--- src/sv/ubl_pkg.sv ---
// ----------------------------------------------------------------------------
// UART baud and line configuration package
// Types and constants shared by the block and its checker, and the divider step.
// ----------------------------------------------------------------------------
`default_nettype none

package ubl_pkg;

   localparam int REF_W      = 30;
   localparam int BAUD_W     = 24;
   localparam int WORD_W     = 4;
   localparam int STOP_W     = 2;
   localparam int STATUS_W   = 2;
   localparam int INT_W      = 16;
   localparam int FRAC_W     = 6;
   localparam int LC_W       = 8;
   localparam int NUM_W      = 34;
   localparam int DEN_W      = 20;
   localparam int QUOT_W     = INT_W + FRAC_W;
   localparam int HEAD_W     = NUM_W - QUOT_W;
   localparam int BITS_PER_STAGE = 2;
   localparam int DIV_STAGES = QUOT_W / BITS_PER_STAGE;
   localparam int PIPE_LAST  = DIV_STAGES + 2;

   localparam logic [REF_W-1:0]  REF_RESET = 30'd48000000;
   localparam logic [WORD_W-1:0] WORD_MIN  = 4'd5;
   localparam logic [WORD_W-1:0] WORD_MAX  = 4'd8;
   localparam logic [STOP_W-1:0] STOP_ONE  = 2'd1;
   localparam logic [STOP_W-1:0] STOP_TWO  = 2'd2;
   localparam logic [BAUD_W-1:0] BAUD_MIN  = 24'd110;
   localparam logic [BAUD_W-1:0] BAUD_MAX  = 24'd460800;

   localparam logic [STATUS_W-1:0] STATUS_OK       = 2'd0;
   localparam logic [STATUS_W-1:0] STATUS_BAD_WORD = 2'd1;
   localparam logic [STATUS_W-1:0] STATUS_BAD_STOP = 2'd2;
   localparam logic [STATUS_W-1:0] STATUS_BAD_BAUD = 2'd3;

   typedef struct packed {
      logic [STATUS_W-1:0] status;
      logic [LC_W-1:0]     lc;
      logic [DEN_W-1:0]    den;
      logic [DEN_W-1:0]    rem;
      logic [QUOT_W-1:0]   low;
      logic [QUOT_W-1:0]   quot;
      logic                ovf;
   } ubl_stage_type;

   // Restoring division: BITS_PER_STAGE quotient bits per call.
   function automatic ubl_stage_type ubl_div_step(ubl_stage_type s);
      ubl_stage_type    r;
      logic [DEN_W:0]   part;
      logic             qbit;
      r = s;
      for (int b = 0; b < BITS_PER_STAGE; b++) begin
         part  = {r.rem, r.low[QUOT_W-1]};
         r.low = {r.low[QUOT_W-2:0], 1'b0};
         qbit  = (part >= {1'b0, r.den});
         if (qbit) begin
            part = part - {1'b0, r.den};
         end
         r.rem  = part[DEN_W-1:0];
         r.quot = {r.quot[QUOT_W-2:0], qbit};
      end
      return r;
   endfunction

endpackage

`default_nettype wire

--- src/sv/uart_baud_and_line_config.sv ---
// ----------------------------------------------------------------------------
// UART baud and line configuration
// Validates a serial setting and computes the 16x fractional divisor and
// the line control byte.
// ----------------------------------------------------------------------------
// Throughput: one request per cycle while results are taken; a stalled result
// holds req_ready low once the stages upstream of it have filled. The restoring
// divider yields two quotient bits per stage over eleven stages.
// Stalled stages hold their beat while empty stages upstream keep filling.
// Reset empties the pipeline and loads 48 MHz into the reference clock.
`default_nettype none

module uart_baud_and_line_config (
   input  wire logic                            clock,
   input  wire logic                            reset,
   input  wire logic                            csr_wr_en,
   input  wire logic [ubl_pkg::REF_W-1:0]       csr_wr_data,
   input  wire logic                            req_valid,
   output logic                                 req_ready,
   input  wire logic [ubl_pkg::BAUD_W-1:0]      req_baud_rate,
   input  wire logic [ubl_pkg::WORD_W-1:0]      req_word_bits,
   input  wire logic [ubl_pkg::STOP_W-1:0]      req_stop_count,
   input  wire logic                            req_parity_on,
   output logic                                 rsp_valid,
   input  wire logic                            rsp_ready,
   output logic [ubl_pkg::STATUS_W-1:0]         rsp_status,
   output logic [ubl_pkg::INT_W-1:0]            rsp_int_divisor,
   output logic [ubl_pkg::FRAC_W-1:0]           rsp_frac_divisor,
   output logic [ubl_pkg::LC_W-1:0]             rsp_line_control
);
   import ubl_pkg::*;

   logic [REF_W-1:0]    ref_ff;
   logic [PIPE_LAST:0]  vld_ff;
   logic [PIPE_LAST:0]  adv;
   ubl_stage_type       st_ff [0:PIPE_LAST-1];
   ubl_stage_type       st_in [0:PIPE_LAST-1];
   logic [STATUS_W-1:0] status_ff, status_in;
   logic [INT_W-1:0]    idiv_ff, idiv_in;
   logic [FRAC_W-1:0]   fdiv_ff, fdiv_in;
   logic [LC_W-1:0]     lc_ff, lc_in;

   logic                word_ok, stop_ok, baud_ok;
   logic [NUM_W-1:0]    num;
   logic [1:0]          len_code;
   ubl_stage_type       last;

   always_comb begin
      adv[PIPE_LAST] = !vld_ff[PIPE_LAST] || rsp_ready;
      for (int i = PIPE_LAST - 1; i >= 0; i--) begin
         adv[i] = !vld_ff[i] || adv[i+1];
      end
   end

   assign req_ready = adv[0];

   always_comb begin
      word_ok  = (req_word_bits >= WORD_MIN) && (req_word_bits <= WORD_MAX);
      stop_ok  = (req_stop_count == STOP_ONE) || (req_stop_count == STOP_TWO);
      baud_ok  = (req_baud_rate >= BAUD_MIN) && (req_baud_rate <= BAUD_MAX);
      num      = {1'b0, ref_ff, 3'b000} + NUM_W'(req_baud_rate);
      len_code = 2'(req_word_bits - WORD_MIN);

      st_in[0].status = !word_ok ? STATUS_BAD_WORD :
                        !stop_ok ? STATUS_BAD_STOP :
                        !baud_ok ? STATUS_BAD_BAUD : STATUS_OK;
      st_in[0].lc     = {req_parity_on, len_code, 1'b1,
                         (req_stop_count == STOP_TWO), req_parity_on,
                         req_parity_on, 1'b0};
      st_in[0].den    = {req_baud_rate[DEN_W-2:0], 1'b0};
      st_in[0].rem    = DEN_W'(num[NUM_W-1:QUOT_W]);
      st_in[0].low    = num[QUOT_W-1:0];
      st_in[0].quot   = '0;
      st_in[0].ovf    = 1'b0;

      st_in[1]     = st_ff[0];
      st_in[1].ovf = (st_ff[0].rem >= st_ff[0].den);

      for (int i = 2; i < PIPE_LAST; i++) begin
         st_in[i] = ubl_div_step(st_ff[i-1]);
      end

      last = st_ff[PIPE_LAST-1];
      status_in = last.status;
      if (last.status != STATUS_OK) begin
         idiv_in = '0;
         fdiv_in = '0;
         lc_in   = '0;
      end else if (last.ovf) begin
         idiv_in = '1;
         fdiv_in = '1;
         lc_in   = last.lc;
      end else begin
         idiv_in = last.quot[QUOT_W-1:FRAC_W];
         fdiv_in = last.quot[FRAC_W-1:0];
         lc_in   = last.lc;
      end
   end

   always_ff @(posedge clock) begin
      if (reset) begin
         ref_ff <= REF_RESET;
         vld_ff <= '0;
      end else begin
         if (csr_wr_en) begin
            ref_ff <= csr_wr_data;
         end
         if (adv[0]) begin
            vld_ff[0] <= req_valid;
         end
         for (int i = 1; i <= PIPE_LAST; i++) begin
            if (adv[i]) begin
               vld_ff[i] <= vld_ff[i-1];
            end
         end
      end
   end

   always_ff @(posedge clock) begin
      for (int i = 0; i < PIPE_LAST; i++) begin
         if (adv[i]) begin
            st_ff[i] <= st_in[i];
         end
      end
      if (adv[PIPE_LAST]) begin
         status_ff <= status_in;
         idiv_ff   <= idiv_in;
         fdiv_ff   <= fdiv_in;
         lc_ff     <= lc_in;
      end
   end

   assign rsp_valid        = vld_ff[PIPE_LAST];
   assign rsp_status       = status_ff;
   assign rsp_int_divisor  = idiv_ff;
   assign rsp_frac_divisor = fdiv_ff;
   assign rsp_line_control = lc_ff;

endmodule

`default_nettype wire

--- config.mk ---
export PLATFORM = sky130hd
export DESIGN_NAME = uart_baud_and_line_config
export DESIGN_NICKNAME = d
export VERILOG_FILES = /design/src/sv/ubl_pkg.sv /design/src/sv/uart_baud_and_line_config.sv
export SDC_FILE = /design/constraint.sdc
export NUM_CORES = 2
export LEC_CHECK = 0
export BUFFER_PORTS_ARGS = -buffer_cell sky130_fd_sc_hd__buf_2
export CORE_MARGIN = 2
export CORE_UTILIZATION = 40
export DETAILED_ROUTE_END_ITERATION = 8
export PLACE_DENSITY = 0.52
export SETUP_SLACK_MARGIN = 0.02
export SLEW_MARGIN = 40
export SYNTH_ARGS = -nofsm -noshare
export SYNTH_HDL_FRONTEND = slang
export SYNTH_SLANG_ARGS = --single-unit
export TNS_END_PERCENT = 10
--- constraint.sdc ---
create_clock -name clock -period 6.5 [get_ports clock]
set_clock_uncertainty 0.15 [all_clocks]
set_input_delay 0.65 -clock clock [delete_from_list [all_inputs] [get_ports clock]]
set_output_delay 0.65 -clock clock [all_outputs]
set_load 0.1 [all_outputs]
==> key figures <==
Status
  • Status: finished clean

Final layout
  • Filler cell count in the final layout: around 12,000
  • FF+latch area: 25,540 um2
  • Nets: 5,291
  • Final Instance Count excl. Fillers: 6,503
  • Area of the multi-input gates: ~24,000 um2
  • # diodes: 0
  • Area Growth Syn to Fin: 13.00%
  • Fraction of layout cells with a size suffix above 1: 0.1200

Route
  • Total wire length: 131.8 mm
  • Total number of vias: roughly 35,000
  • Antenna Nets Post-Route: 0
  • WL/cell: 20.26 um
  • Pre-Repair DR Iteration Count: 5
  • Vias per std cell: approximately 5.4
  • Starting DRT DRC Count: between 2,000 and 2,500
  • # DRC: 0

Clock tree
  • Clock sink count: 865
  • Longest Clk Path Bufs: 3
  • Clock Latency Late Sink: 710 ps
  • CTS tree: done
  • CTS Buf Count: 97
  • Clock root buffer: clkbuf_16
  • Reg clk slew, reported paths: 60 ps
  • H-tree levels: 3

Floorplan
  • Die Width: 362.2 um
  • Core area: 127,500 um2
  • Starting Density: 0.4025
  • Full die area: 131,200 um2
  • Number of top-level pins: 100
  • Row count: around 130
  • DIE HEIGHT: 362.2 um

STA
  • Crit share post-route: 0.9480
  • Final min period: 6162 ps
  • Worst Slack Setup Final: roughly 340 ps
  • Slew HR: 0.4856
  • FMAX: ~0.16 GHz
  • # setup viols final: 0
  • Setup tns final: 0 ps
  • Min Hold Slack: 65.17 ps
  • RSZ-0062 raised after global routing: yes
  • Slew @ Worst Pin: 764.6 ps
  • Slew Limit Fails: 0
  • Final hold vios: 0

Critical path
  • Worst Setup Start Kind: flip-flop
  • Crit-path max FO: 28
  • Critical Path RT: 6790 ps
  • Worst Path Arrival: 6450 ps
  • Type of the worst setup path: reg2reg
  • Crit. End Element: flip-flop

Synthesis
  • Post-Syn Area: 51,320 um2
  • Library cells used by synthesis: 91
  • Synth Instances: 4,532
  • Yosys Warn Count: 0
  • Post-synth EDFFs: 821
  • Post-synthesis area per instance: 11.32 um2
  • Sequential share of the synthesized area: 0.4975
  • Main synth FF type: edfxtp_1
  • Async S/R FF share, synth: 0
  • Syn nets: 5,065
  • #FFs+latches synth: 865

Power
  • Power Density: 547.9 nW/um2
  • Peak VDD IR: between 300 and 400 uV
  • LEAKAGE: between 20 and 25 nW

Global route
  • GR Overflow Total: 0
  • First-pass GRT wire length: 203.0 mm
  • Gr usage total: 0.2000
  • Vias in the first global route: 34,210
  • Initial antenna violation count: 4
  • Pin count of the biggest net entering global routing: 66

Place
  • DP Worst Slack: 92.13 ps
  • DP Wirelength: between 100 and 150 mm
  • Routability Congestion: 0.8753
  • I/O Buffers: just under 100
  • Post-placement cell count: 6,277

Flow run
  • MaxCap Viol Count: 0

Min path
  • Hold Crit Class: in2reg
-- cell usage after synthesis (9+ instances only) --
cell type | instances | area share
a2111oi_0 | 9 | 0.0015
a211o_1 | 21 | 0.0036
a211oi_1 | 35 | 0.0051
a21boi_0 | 15 | 0.0022
a21o_1 | 132 | 0.019
a21oi_1 | 335 | 0.033
a31o_2 | 12 | 0.0020
a31oi_1 | 40 | 0.0049
and2_1 | 24 | 0.0029
and3_1 | 24 | 0.0029
and4_1 | 14 | 0.0024
buf_2 | 29 | 0.0028
clkbuf_1 | 43 | 0.0031
dfxtp_1 | 44 | 0.017
edfxtp_1 | 821 | 0.48
fa_1 | 22 | 0.0086
ha_1 | 445 | 0.11
inv_1 | 367 | 0.027
mux2_1 | 23 | 0.0050
mux2_2 | 171 | 0.038
mux2i_1 | 42 | 0.0082
nand2_1 | 261 | 0.019
nand2b_1 | 52 | 0.0063
nand3_1 | 66 | 0.0064
nand3b_1 | 11 | 0.0016
nand4_1 | 54 | 0.0066
nand4b_1 | 9 | 0.0015
nor2_1 | 293 | 0.021
nor2b_1 | 71 | 0.0087
nor3_1 | 52 | 0.0051
nor4_1 | 21 | 0.0026
o211ai_1 | 26 | 0.0038
o21a_1 | 88 | 0.013
o21ai_0 | 235 | 0.023
o21ai_1 | 15 | 0.0015
o21bai_1 | 40 | 0.0059
o31a_1 | 12 | 0.0020
o31ai_1 | 39 | 0.0057
or2_2 | 15 | 0.0018
or3_1 | 29 | 0.0035
xnor2_1 | 225 | 0.038
xor2_1 | 97 | 0.017
-- worst paths after layout --
kind,end,cells past startpoint,startpoint,slack (ps)
min,st_ff[0][69],1,req_baud_rate[3],70
min reg2reg,st_ff[0][606],0,st_ff[0][509],240
max reg2reg,st_ff[1][51],24,st_ff[0][710],340
max,st_ff[1][51],24,st_ff[0][710],340
-- report_power, final --
group          leakage (nW)  total (mW)  internal, mW  switching [mW]
Combinational          13.5        17.6          8.06            9.55
Sequential             9.26        8.71          7.95           0.757
Clock                  1.56        5.47          3.16            2.31
Total                  24.3        31.8          19.2            12.6
-- critical path, stage by stage, from the launching register on --
cell      delay (ps)
edfxtp_1         370
inv_1             70
ha_1             150
inv_1             50
fa_1             420
a211oi_1         340
o21ai_1          210
a41oi_2          310
a211oi_2         160
o41ai_4          390
o21a_1           270
inv_2            260
nand2_1          130
o21ai_0           80
buf_4            170
fa_1             410
nor2b_1          180
o31a_1           180
o221a_2          280
a21oi_1          110
a221oi_1         310
o41a_1           190
a221o_1          160
buf_12           200
mux2_2           350
-- final cells by class --
type,count,area share
sequential,865,0.4403
multi-input combinational,3214,0.4179
clock buffer,119,0.04433
tap,1662,0.03586
timing repair buffer,210,0.02636
inverter,370,0.02414
clock inverter,63,0.01105
-- sequential cells by signal (all words and copies together) (netlist names) --
register	count
ref_ff	30
rsp_frac_divisor	6
st_ff	792
rsp_status	2
rsp_int_divisor	16
vld_ff	14
rsp_line_control	5
-- cell families (layout without fill, tap and decap cells) --
family	after synthesis	after routing	share of synthesized area
AO/OA/AOI/OAI	1165	1166	0.1479
XOR/XNOR	323	323	0.05527
adder cells (fa/ha/maj)	467	467	0.1171
buffers and inverters	454	762	0.03435
flip-flops	865	865	0.4975
multiplexers	238	238	0.05134
other	1	1	0.00007307
AND/OR/NAND/NOR	1019	1019	0.09649
-- cell usage in the layout (no fill, tap or decap), drive strengths merged, types with 119 or more instances in the layout --
master    n
mux2    196
a21o    132
buf     173
o21ai   251
inv     372
xnor2   226
nand2   261
nor2    293
a21oi   335
edfxtp  821
clkbuf  119
ha      445
-- metal layers --
layer	part of all wire	wire (um)	vias up	track usage
met5	0	0	-	0
met4	0.028	3716	0	0.05809
met3	0.038	5033	166	0.02488
met1	0.47	61900	16650	0.2776
met2	0.46	61130	683	0.3278
li1	-	-	17380	-
-- through the flow --
stage | power, mW | area (um2) | util
2_1_floorplan | 21.91 | 51350 | -
3_3_place_gp | 26.17 | 54220 | 0.4252
3_5_place_dp | 26.18 | 54270 | 0.4256
4_1_cts | 31.87 | 57850 | 0.4537
5_1_grt | 34.37 | 58000 | 0.4548
6_report | 31.78 | 58000 | 0.4548
-- timing repair --
item                                   4_1_cts  5_1_grt
buffers inserted                             0        5
gates resized for setup                      0       12
setup endpoints to repair                    0       82
endpoints found under the hold margin       37        0
hold buffers                                37        0
Power figures use the tool's default switching activity.
